### src/hw/rtl/kvt_pkg.sv
// shared types and constants for the key/value table
// depends on nothing; imported by kvt_store and key_value_table
`default_nettype none

package kvt_pkg;

	localparam int CAPACITY = 64;
	localparam int IDX_W    = (CAPACITY > 1) ? $clog2(CAPACITY) : 1;
	localparam int KEY_W    = 31;
	localparam int VAL_W    = 31;
	localparam int CMD_W    = 3;
	localparam int STAT_W   = 3;

	typedef logic [IDX_W-1:0] idx_t;

	typedef enum logic [CMD_W-1:0] {
		CMD_CLEAR  = 3'd0,
		CMD_DUMP   = 3'd1,
		CMD_INSERT = 3'd2,
		CMD_GET    = 3'd3,
		CMD_UPDATE = 3'd4,
		CMD_ERASE  = 3'd5
	} cmd_e;

	typedef enum logic [STAT_W-1:0] {
		ST_OK        = 3'd0,
		ST_NOT_FOUND = 3'd1,
		ST_PRESENT   = 3'd2,
		ST_EMPTY     = 3'd3,
		ST_FULL      = 3'd4
	} status_e;

	typedef struct packed {
		logic [KEY_W-1:0] key;
		logic [VAL_W-1:0] value;
	} entry_t;

	// write request into the slot memory
	typedef struct packed {
		logic   we;
		idx_t   addr;
		entry_t data;
	} wr_req_t;

endpackage

`default_nettype wire

### src/hw/rtl/kvt_store.sv
// slot memory of the key/value table: one write port, one registered read port
// depends on kvt_pkg
`default_nettype none

module kvt_store (
	input  wire              clk,
	input  kvt_pkg::wr_req_t wr,
	input  wire              rd_en,
	input  kvt_pkg::idx_t    rd_addr,
	output kvt_pkg::entry_t  rd_data
);
	import kvt_pkg::*;

	entry_t mem_q [CAPACITY];
	entry_t rd_s1;

	always_ff @(posedge clk) begin
		if (wr.we) begin
			mem_q[wr.addr] <= wr.data;
		end
		if (rd_en) begin
			rd_s1 <= mem_q[rd_addr];
		end
	end

	assign rd_data = rd_s1;

endmodule

`default_nettype wire

### src/hw/rtl/key_value_table.sv
// key/value table: 64 slots, valid bits in flops, entries in kvt_store (uses kvt_pkg)
// clear goes straight to its final beat; other commands scan one slot per cycle
// while no dump stall holds the scan, then present a final beat
// one command at a time, each finishing before the next is accepted
// get, update, erase and a duplicate insert stop at the hit, dump stalls
// reset clears the valid bits at once (table empty); slot contents are left undefined
`default_nettype none

module key_value_table (
	input  wire         clk,
	input  wire         arst_n,
	input  wire         s_axis_tvalid,
	output logic        s_axis_tready,
	input  wire  [63:0] s_axis_tdata,   // key [30:0], value [61:31], zero pad [63:62]
	input  wire  [2:0]  s_axis_tuser,   // cmd [2:0]
	output logic        m_axis_tvalid,
	input  wire         m_axis_tready,
	output logic [63:0] m_axis_tdata,   // out_key [30:0], out_value [61:31], zero [63:62]
	output logic [2:0]  m_axis_tuser,   // status [2:0]
	output logic        m_axis_tlast
);
	import kvt_pkg::*;

	typedef enum logic [2:0] {
		S_IDLE = 3'b001,
		S_SCAN = 3'b010,
		S_FIN  = 3'b100
	} state_t;

	localparam idx_t LAST_IDX = idx_t'(CAPACITY - 1);

	state_t state_q;

	// command beat held for the whole scan
	cmd_e             cmd_q;
	logic [KEY_W-1:0] key_q;
	logic [VAL_W-1:0] value_q;

	// valid bit per slot, cleared by reset
	logic [CAPACITY-1:0] valid_q;

	// read issue and the stage where read data comes back
	idx_t idx_q;
	logic iss_act_q;
	logic s1_vld_q;
	idx_t idx_s1;

	// scan findings
	logic             found_q;
	idx_t             found_idx_q;
	logic [VAL_W-1:0] found_val_q;
	logic             free_vld_q;
	idx_t             free_idx_q;

	// dump holds one entry back so the final one can carry tlast
	logic             pend_vld_q;
	logic [KEY_W-1:0] pend_key_q;
	logic [VAL_W-1:0] pend_val_q;

	// output register
	logic             m_vld_q;
	status_e          m_stat_q;
	logic [KEY_W-1:0] m_key_q;
	logic [VAL_W-1:0] m_val_q;
	logic             m_last_q;

	entry_t  rd_data;
	wr_req_t wr;

	logic    in_fire;
	logic    out_free;
	logic    s1_slot_v;
	logic    s1_match;
	logic    is_dump;
	logic    dump_push;
	logic    stall;
	logic    scan_stop;
	logic    rd_en;
	logic    fin_fire;
	cmd_e    in_cmd;
	logic    in_known;
	status_e fin_stat;
	logic [KEY_W-1:0] fin_key;
	logic [VAL_W-1:0] fin_val;

	kvt_store u_store (
		.clk     (clk),
		.wr      (wr),
		.rd_en   (rd_en),
		.rd_addr (idx_q),
		.rd_data (rd_data)
	);

	// input side: a new command only once the previous one has finished
	assign s_axis_tready = (state_q == S_IDLE);
	assign in_fire       = s_axis_tvalid && s_axis_tready;
	assign in_cmd        = cmd_e'(s_axis_tuser);
	// codes above erase do nothing and give no beat
	assign in_known      = (s_axis_tuser <= 3'(CMD_ERASE));

	assign out_free = !m_vld_q || m_axis_tready;

	// compare stage on the data read back for slot idx_s1
	assign s1_slot_v = valid_q[idx_s1];
	assign s1_match  = s1_vld_q && s1_slot_v && (rd_data.key == key_q);
	assign is_dump   = (cmd_q == CMD_DUMP);

	// dump sends the held entry when the next valid one turns up
	assign dump_push = (state_q == S_SCAN) && s1_vld_q && is_dump && s1_slot_v && pend_vld_q;
	// freeze issue and compare while that beat cannot leave
	assign stall     = dump_push && !out_free;

	// lookups stop at the hit (insert stops on a duplicate), all stop after the last slot
	assign scan_stop = (state_q == S_SCAN) && !stall && s1_vld_q &&
	                   ((s1_match && !is_dump) || (idx_s1 == LAST_IDX));
	assign rd_en     = (state_q == S_SCAN) && iss_act_q && !stall && !scan_stop;

	assign fin_fire  = (state_q == S_FIN) && out_free;

	// final beat of each command
	always_comb begin
		fin_stat = ST_OK;
		fin_key  = '0;
		fin_val  = '0;
		case (cmd_q)
			CMD_CLEAR: begin
				fin_stat = ST_OK;
			end
			CMD_DUMP: begin
				if (pend_vld_q) begin
					fin_key = pend_key_q;
					fin_val = pend_val_q;
				end else begin
					fin_stat = ST_EMPTY;
				end
			end
			CMD_INSERT: begin
				if (found_q) begin
					fin_stat = ST_PRESENT;
				end else if (!free_vld_q) begin
					fin_stat = ST_FULL;
				end
			end
			CMD_GET: begin
				if (found_q) begin
					fin_key = key_q;
					fin_val = found_val_q;
				end else begin
					fin_stat = ST_NOT_FOUND;
				end
			end
			CMD_UPDATE, CMD_ERASE: begin
				if (!found_q) begin
					fin_stat = ST_NOT_FOUND;
				end
			end
			default: begin
				fin_stat = ST_OK;
			end
		endcase
	end

	// memory write at the end of insert or update; no read is in flight then
	always_comb begin
		wr.we         = 1'b0;
		wr.addr       = found_idx_q;
		wr.data.key   = key_q;
		wr.data.value = value_q;
		if (fin_fire) begin
			if (cmd_q == CMD_UPDATE && found_q) begin
				wr.we = 1'b1;
			end else if (cmd_q == CMD_INSERT && !found_q && free_vld_q) begin
				wr.we   = 1'b1;
				wr.addr = free_idx_q;
			end
		end
	end

	// control state
	always_ff @(posedge clk or negedge arst_n) begin
		if (!arst_n) begin
			state_q    <= S_IDLE;
			valid_q    <= '0;
			iss_act_q  <= 1'b0;
			s1_vld_q   <= 1'b0;
			found_q    <= 1'b0;
			free_vld_q <= 1'b0;
			pend_vld_q <= 1'b0;
			m_vld_q    <= 1'b0;
		end else begin
			case (state_q)
				S_IDLE: begin
					if (in_fire && in_known) begin
						iss_act_q  <= 1'b1;
						found_q    <= 1'b0;
						free_vld_q <= 1'b0;
						pend_vld_q <= 1'b0;
						state_q    <= (in_cmd == CMD_CLEAR) ? S_FIN : S_SCAN;
					end
				end
				S_SCAN: begin
					if (!stall) begin
						s1_vld_q <= rd_en;
						if (rd_en && idx_q == LAST_IDX) begin
							iss_act_q <= 1'b0;
						end
						if (s1_match && !is_dump) begin
							found_q <= 1'b1;
						end
						if (s1_vld_q && !s1_slot_v && !free_vld_q) begin
							free_vld_q <= 1'b1;
						end
						if (s1_vld_q && s1_slot_v && is_dump) begin
							pend_vld_q <= 1'b1;
						end
						if (scan_stop) begin
							iss_act_q <= 1'b0;
							state_q   <= S_FIN;
						end
					end
				end
				S_FIN: begin
					if (out_free) begin
						case (cmd_q)
							CMD_CLEAR: begin
								valid_q <= '0;
							end
							CMD_INSERT: begin
								if (!found_q && free_vld_q) begin
									valid_q[free_idx_q] <= 1'b1;
								end
							end
							CMD_ERASE: begin
								if (found_q) begin
									valid_q[found_idx_q] <= 1'b0;
								end
							end
							default: begin
								valid_q <= valid_q;
							end
						endcase
						state_q <= S_IDLE;
					end
				end
				default: begin
					state_q <= S_IDLE;
				end
			endcase

			if ((dump_push && out_free) || fin_fire) begin
				m_vld_q <= 1'b1;
			end else if (m_axis_tready) begin
				m_vld_q <= 1'b0;
			end
		end
	end

	// payload registers
	always_ff @(posedge clk) begin
		if (in_fire) begin
			cmd_q   <= in_cmd;
			key_q   <= s_axis_tdata[KEY_W-1:0];
			value_q <= s_axis_tdata[KEY_W+VAL_W-1:KEY_W];
			idx_q   <= '0;
		end else if (rd_en) begin
			idx_q <= idx_q + idx_t'(1);
		end

		if (state_q == S_SCAN && !stall) begin
			idx_s1 <= idx_q;
			if (s1_match && !is_dump) begin
				found_idx_q <= idx_s1;
				found_val_q <= rd_data.value;
			end
			if (s1_vld_q && !s1_slot_v && !free_vld_q) begin
				free_idx_q <= idx_s1;
			end
			if (s1_vld_q && s1_slot_v && is_dump) begin
				pend_key_q <= rd_data.key;
				pend_val_q <= rd_data.value;
			end
		end

		if (dump_push && out_free) begin
			m_stat_q <= ST_OK;
			m_key_q  <= pend_key_q;
			m_val_q  <= pend_val_q;
			m_last_q <= 1'b0;
		end else if (fin_fire) begin
			m_stat_q <= fin_stat;
			m_key_q  <= fin_key;
			m_val_q  <= fin_val;
			m_last_q <= 1'b1;
		end
	end

	assign m_axis_tvalid = m_vld_q;
	assign m_axis_tuser  = m_stat_q;
	assign m_axis_tdata  = {2'b00, m_val_q, m_key_q};
	assign m_axis_tlast  = m_last_q;

	// read data only comes back during a scan
	a_s1_in_scan: assert property (@(posedge clk) disable iff (!arst_n)
		s1_vld_q |-> (state_q == S_SCAN))
		else $error("read data stage live outside scan");

	// a stalled dump must keep its read data
	a_stall_holds: assert property (@(posedge clk) disable iff (!arst_n)
		stall |=> $stable(rd_data) && $stable(idx_s1))
		else $error("read data lost during dump stall");

	// the slot memory is only written as a command finishes
	a_write_at_end: assert property (@(posedge clk) disable iff (!arst_n)
		wr.we |-> (state_q == S_FIN) && out_free)
		else $error("slot write outside command end");

	// held dump entry only exists for dump
	a_pend_dump: assert property (@(posedge clk) disable iff (!arst_n)
		(pend_vld_q && state_q != S_IDLE) |-> (cmd_q == CMD_DUMP))
		else $error("pending entry outside dump");

endmodule

`default_nettype wire
### config.mk
export PLATFORM = sky130hd
export DESIGN_NAME = key_value_table
export DESIGN_NICKNAME = d
export VERILOG_FILES = /design/src/hw/rtl/kvt_pkg.sv /design/src/hw/rtl/kvt_store.sv /design/src/hw/rtl/key_value_table.sv
export SDC_FILE = /design/constraint.sdc
export NUM_CORES = 2
export LEC_CHECK = 0
export BUFFER_PORTS_ARGS = -buffer_cell sky130_fd_sc_hd__buf_2
export CAP_MARGIN = 0
export CORE_MARGIN = 2
export CORE_UTILIZATION = 51
export CTS_CLUSTER_SIZE = 16
export DETAILED_ROUTE_END_ITERATION = 8
export GPL_ROUTABILITY_DRIVEN = 0
export PLACE_DENSITY = 0.69
export SLEW_MARGIN = 20
export SYNTH_ARGS = -nofsm -noshare
export SYNTH_HDL_FRONTEND = slang
export SYNTH_SLANG_ARGS = --single-unit
### constraint.sdc
create_clock -name clk -period 9.4 [get_ports clk]
set_clock_uncertainty 0.2 [all_clocks]
set_input_delay 0.94 -clock clk [delete_from_list [all_inputs] [get_ports clk]]
set_output_delay 0.94 -clock clk [all_outputs]
set_load 0.05 [all_outputs]
* Word-level counts from Yosys, hierarchy flattened
Memories as Yosys holds them, arrays and structs flattened. A register that Yosys moved wholly into a read port is not among the register bits. Index checks and enable logic that the tools add are counted.
Operators by class: reductions and logical operators 56, mux-type cells 53, bitwise logic cells 4, order comparisons 6, equality and inequality tests 21, add/sub/neg operators 1
Operators by type and width (number):
- $mux W31 | 8
- $pmux W64 S3 | 1
- $mux W64 | 2
- $pmux W31 S2 | 2
- $and A64 B64 Y64 | 1
- $not A64 Y64 | 1
- $or A64 B64 Y64 | 1
- $eq A31 B31 Y1 | 1
- $logic_and A1 B1 Y1 | 28
- $lt A6 B7 Y1 const B | 3
- $mux W3 | 7
- $mux W1 | 20
- $reduce_and A4 Y1 | 5
- $pmux W3 S3 | 2
- $mux W7 | 2
- $demux W1 S6 | 2
- $eq A6 B6 Y1 const B | 2
- $ge A6 B1 Y1 const B | 2
- $ne A2 B1 Y1 const B | 5
- $eq A3 B2 Y1 const B | 3
- $eq A3 B3 Y1 const B | 3
- $logic_not A1 Y1 | 8
- $ne A2 B2 Y1 const B | 4
- $pmux W1 S2 | 4
- other kinds (15) | 24
Word-level totals: memories kept 1, output and inout port bits 70, logic and storage cells 164, memory bits (writable) 3968, bits in registers 321, input bits 71
Memory list:
- u_store.mem_q | depth 64, bits a word 62, rd ports 1, clocked after Yosys merged registers in 1, wr ports 1, RTL line kvt_store.sv:14 | entry_t mem_q [CAPACITY];

* Depth between registers and ports, before layout
word-level depth 17, mapped depth 10, gate-level depth less buffers 8

* Hierarchy
From an unflattened synthesis, not the netlist that was laid out.
Unflattened totals: cells, all modules 7545, area total of the unflattened synthesis 165211.0 um^2
Modules (own cells, without submodules):
- kvt_store | times used 1, area an instance 152378.6 um^2, seq. area each 121016.1 um^2, cells an instance 6650
- key_value_table | times used 1, area an instance 12832.3 um^2, seq. area each 9175.0 um^2, cells an instance 895

* Worst setup path before layout
No wires, ideal clock.
path kind reg-to-reg, from register idx_s1[0], to register pend_key_q[0], enable pin, period minus slack after synthesis 8.970 ns, slack 0.430 ns, path buffers 2, required time 8.539 ns, arrival 8.108 ns, cell stages (with the launch flop) 8, library setup time 0.661 ns, cell sequence edfxtp_1 -> buf_6 -> clkbuf_1 -> inv_1 -> mux2i_1 -> a311oi_1 -> a21oi_4 -> nor4b_1
On the way: word-level cells in the longest chain between the ends 8, elaborated cells between the ends (all ways) 10, those cells by class 2 x mux; 8 x reduce/logical
Ends and longest elaborated chain:
- start: declaration | RTL line key_value_table.sv:46 | idx_t idx_s1;
- start signal: assignment | RTL line key_value_table.sv:270 | idx_s1 <= idx_q;
- $bmux W1 S6 * | RTL line key_value_table.sv:104 | assign s1_slot_v = valid_q[idx_s1];
- $mux W1 (implied by the code) * | RTL line key_value_table.sv:104
- $logic_and A1 B1 Y1 (2 in a row) | RTL line key_value_table.sv:109 | assign dump_push = (state_q == S_SCAN) && s1_vld_q && is_dump && s1_slot_v && pend_vld_q;
- $logic_and A1 B1 Y1 | RTL line key_value_table.sv:111 | assign stall = dump_push && !out_free;
- $logic_not A1 Y1 | RTL line key_value_table.sv:269 | if (state_q == S_SCAN && !stall) begin
- $logic_and A1 B1 Y1 | RTL line key_value_table.sv:269
- $reduce_and A2 Y1 (no source line) *
- end signal: assignment | RTL line key_value_table.sv:279 | pend_key_q <= rd_data.key;
- end: declaration | RTL line key_value_table.sv:57 | logic [KEY_W-1:0] pend_key_q;
Mark *: on every way between the ends. The rest lies on a longest branch, timed or not. The select of a mux whose other input is x is not followed. A chain may end at the register's enable or synchronous reset.

* Final worst setup path
from register state_q[1], to memory u_store.mem_q[58][41] (netlist bit), enable pin
On the way: word-level cells in the longest chain between the ends 5
Ends and longest elaborated chain:
- start: declaration | RTL line key_value_table.sv:32 | state_t state_q;
- start signal: assignment | RTL line key_value_table.sv:198 | state_q <= (in_cmd == CMD_CLEAR) ? S_FIN : S_SCAN;
- $eq A3 B3 Y1 * | RTL line key_value_table.sv:118 | assign fin_fire = (state_q == S_FIN) && out_free;
- $logic_and A1 B1 Y1 * | RTL line key_value_table.sv:118
- $mux W7 * | RTL line key_value_table.sv:169 | if (fin_fire) begin
- $mux W1 | RTL line kvt_store.sv:18 | if (wr.we) begin
- $mux W1 (implied by the code) | RTL line kvt_store.sv:19 | mem_q[wr.addr] <= wr.data;
- end: declaration | RTL line kvt_store.sv:14
Mark *: on every way between the ends. The rest lies on a longest branch, timed or not.

==> summary.txt <==
Worst setup path
  – Reg-to-reg startpoint: state_q[1]
  – R2R cell count: 8
  – Crit path kind: flip-flop to flip-flop
  – Worst Setup Start Kind: flip-flop
  – Max FO, Critical Path: 42
  – Worst reg2reg setup slack: 3220 ps
  – WP data arrival: 6510 ps
  – Nature of the critical path endpoint: flip-flop
  – Crit path required time: 9730 ps
  – Reg2Reg Capture Point: u_store.mem_q[58][41]

Route
  – DR vias: 76,900
  – Vias per cell: 6.52
  – Antenna Nets Post-Route: 0
  – Initial DRT Pass Iterations: 8
  – 1st-iter DRT viols: 11,800
  – WL/cell: 35.2 µm
  – DRC: 0
  – Drt total wl: 415,000 µm

Power and ir drop
  – Combinational Power Share: 0.175
  – Clock power frac: 0.354
  – Leak: 56.7 nW
  – Switching pwr: 11.9 mW
  – Internal power: 35.8 mW
  – Sw frac: 0.250
  – Flop pwr share: 0.471
  – Peak VDD IR: 0.000231 V
  – Power per Cell Area: 256 mW/mm²

Die
  – I/O pin cnt: 141
  – Area of the die: 0.328 mm²
  – Site Rows: 208
  – Die Height: 572 µm
  – Chip width: 572 µm
  – Initial Util: 0.513
  – Core footprint: 0.321 mm²

Final layout
  – Layout cells sized above 1: 0.321
  – Non-Filler Instances: 11,800
  – Nets: 7,198
  – Most common cell after layout, fill and taps aside: edfxtp_1
  – Synthesis-to-finish area growth: 13.3%
  – Most frequent cells in the layout: 4,268 x edfxtp_1, 1,311 x mux4_2, 432 x clkbuf_16, 183 x buf_4, 139 x o21ai_0
  – Design Area, Final: 0.187 mm²

Synth
  – Post-synthesis sequential area ratio: 0.790
  – Post-synthesis cell type count: 58
  – Post-synth EDFFs: 4,268
  – Asr flop ratio synth: 0.0168
  – Avg Inst Size Synth: 24.9 µm²
  – Warnings from Yosys: 0
  – Top_reg_cell synth: edfxtp_1
  – Post-Synthesis Cells: 6,620
  – Mapped cell area: 0.165 mm²
  – Synthesized flop and latch total: 4,351

Placement
  – PortBufs: 136
  – DP HPWL: 216,000 µm
  – Placed cell count: 10,900
  – Placed Area: 0.172 mm²

CTS
  – Reg clk slew, reported paths: 60 ps
  – Root buffer cell: clkbuf_16
  – Num CTS Buffers: 429
  – CTS tree: built
  – Clock buffer depth: 4
  – Post-CTS sizing: 0
  – # clock sinks: 4,351
  – H-tree Lvls: 5
  – Clk_lat worst skew: 990 ps

STA
  – Final hold vios: 0
  – Maximum clock frequency: 162 MHz
  – RSZ-0062 raised after global routing: false
  – Final Max Slew Viols: 0
  – Worst slew pin tran: 1200 ps
  – Minimum clock period: 6180 ps
  – Max_slew headroom: 0.202
  – Setup TNS: 0 ps
  – Setup-failing EPs final: 0
  – Period utilisation layout: 0.657

Job
  – Max Cap Violations: 0

Worst hold path
  – Hold-critical path endpoint: key_q[3]
  – Hold path depth: 1
  – Hold Crit Class: input port to flip-flop
  – Min-delay src: s_axis_tdata[3]

Global routing
  – First-pass GRT wire length: 583,000 µm
  – Initial antenna violation count: 25
  – Total track usage: 0.254
  – Largest net degree at the start of global routing: 148
  – Total gr overflow: 0
  – Vias in the first global route: 76,900

Run status
  – Run status: finished clean
-- metrics by stage --
stage	worst slack, ps	hold slack (ps)	utilization	power (mW)
5_1_grt	3070	20.2	0.581	49.2
3_3_place_gp	3200	228	0.535	31.1
2_1_floorplan	430	206	-	28.9
3_5_place_dp	3320	230	0.536	31.3
6_report	3220	43.1	0.581	47.8
4_1_cts	3440	5.25	0.581	48.0
-- layer usage --
metal / routed length [µm] / GRT usage
met2: 198000 / 0.396
met5: 14 / 0
met1: 159000 / 0.369
met4: 10800 / 0.0650
met3: 47100 / 0.0569
-- power groups by stage --
| stage | clock network [mW] | registers, mW | logic [mW] |
|---|---|---|---|
| after detailed placement | 0 | 22.9 | 8.38 |
| final | 16.9 | 22.5 | 8.34 |
| after floorplan | 0 | 23.3 | 5.60 |
| after global routing | 17.9 | 22.5 | 8.82 |
| after global placement | 0 | 22.9 | 8.23 |
| after CTS | 17.1 | 22.5 | 8.43 |
-- kinds of logic (layout without fill, tap and decap cells) --
group / Yosys count / count (layout) / synth area share
xor gates and xnor gates: 31 / 31 / 0.00165
muxes: 1334 / 1334 / 0.181
DFF: 4351 / 4351 / 0.790
other: 1 / 4 / 0.0000228
and+or+nand+nor: 239 / 239 / 0.00689
adders and majority gates: 1 / 1 / 0.0000759
buffers and inverters: 360 / 1225 / 0.00897
AOI/OAI and AO/OA: 303 / 303 / 0.0113
-- sequential cells by signal (all words and copies together), names as in the netlist --
name and cells:
u_store.mem_q 3968, valid_q 64, u_store.rd_data 62, found_val_q 31, key_q 31, m_key_q 31
m_val_q 31, pend_key_q 31, pend_val_q 31, value_q 31, found_idx_q 6, free_idx_q 6
idx_q 6, idx_s1 6, cmd_q 3, m_axis_tuser 3, state_q 3, found_q 1
free_vld_q 1, iss_act_q 1, m_axis_tlast 1, m_axis_tvalid 1, pend_vld_q 1, s1_vld_q 1
-- critical path, cell delays in order (launching register included) --
cell and delay, ps:
dfrtp_1 410, or3b_2 520, nor2_1 250, nand3_1 790, mux2_2 600, nor2_1 230
nand2_1 590, nor2_4 1110, buf_4 900
-- Yosys cell counts, types with 10 or more instances --
library cell | number | area share
nand3_1 | 10 | 0.00030
nor2b_1 | 11 | 0.00042
clkbuf_1 | 245 | 0.0056
inv_1 | 10 | 0.00023
nand2_1 | 53 | 0.0012
nor2_1 | 92 | 0.0021
buf_1 | 22 | 0.00050
xnor2_1 | 29 | 0.0015
o21ai_0 | 139 | 0.0042
a22o_1 | 62 | 0.0033
nand2b_1 | 10 | 0.00038
nand4_1 | 11 | 0.00042
dfrtp_1 | 72 | 0.011
a21oi_1 | 70 | 0.0021
nor3_1 | 12 | 0.00036
mux4_2 | 1311 | 0.18
and2_1 | 10 | 0.00038
edfxtp_1 | 4268 | 0.78
buf_2 | 77 | 0.0023
mux2i_1 | 14 | 0.00085
dfxtp_1 | 10 | 0.0012
-- timing repair --
item	4_1_cts	5_1_grt
hold buffers	61	0
buffers inserted	0	0
endpoints found under the hold margin	105	0
endpoints found under the setup margin	0	0
-- worst max path at each step --
stage | start | endpoint | depth (start not counted)
after detailed placement | m_axis_tready | u_store.mem_q[56][43] | 9
after floorplan | idx_s1[0] | pend_key_q[0] | 7
after global routing | state_q[1] | u_store.mem_q[58][41] | 8
final | state_q[1] | u_store.mem_q[58][41] | 8
after CTS | state_q[1] | u_store.mem_q[56][41] | 8
after global placement | m_axis_tready | u_store.mem_q[62][43] | 9
-- area by class of cell --
type / instances / area, µm²
Inverter: 11 / 48.8
Clock inverter: 298 / 2840
Sequential cell: 4351 / 130000
Clock buffer: 493 / 11000
Timing Repair Buffer: 423 / 3530
Antenna cell: 2 / 5.00
Tap cell: 4305 / 5390
Fill cell: 22200 / 135000
Multi-Input combinational cell: 1910 / 33600
Power figures use the tool's default switching activity.
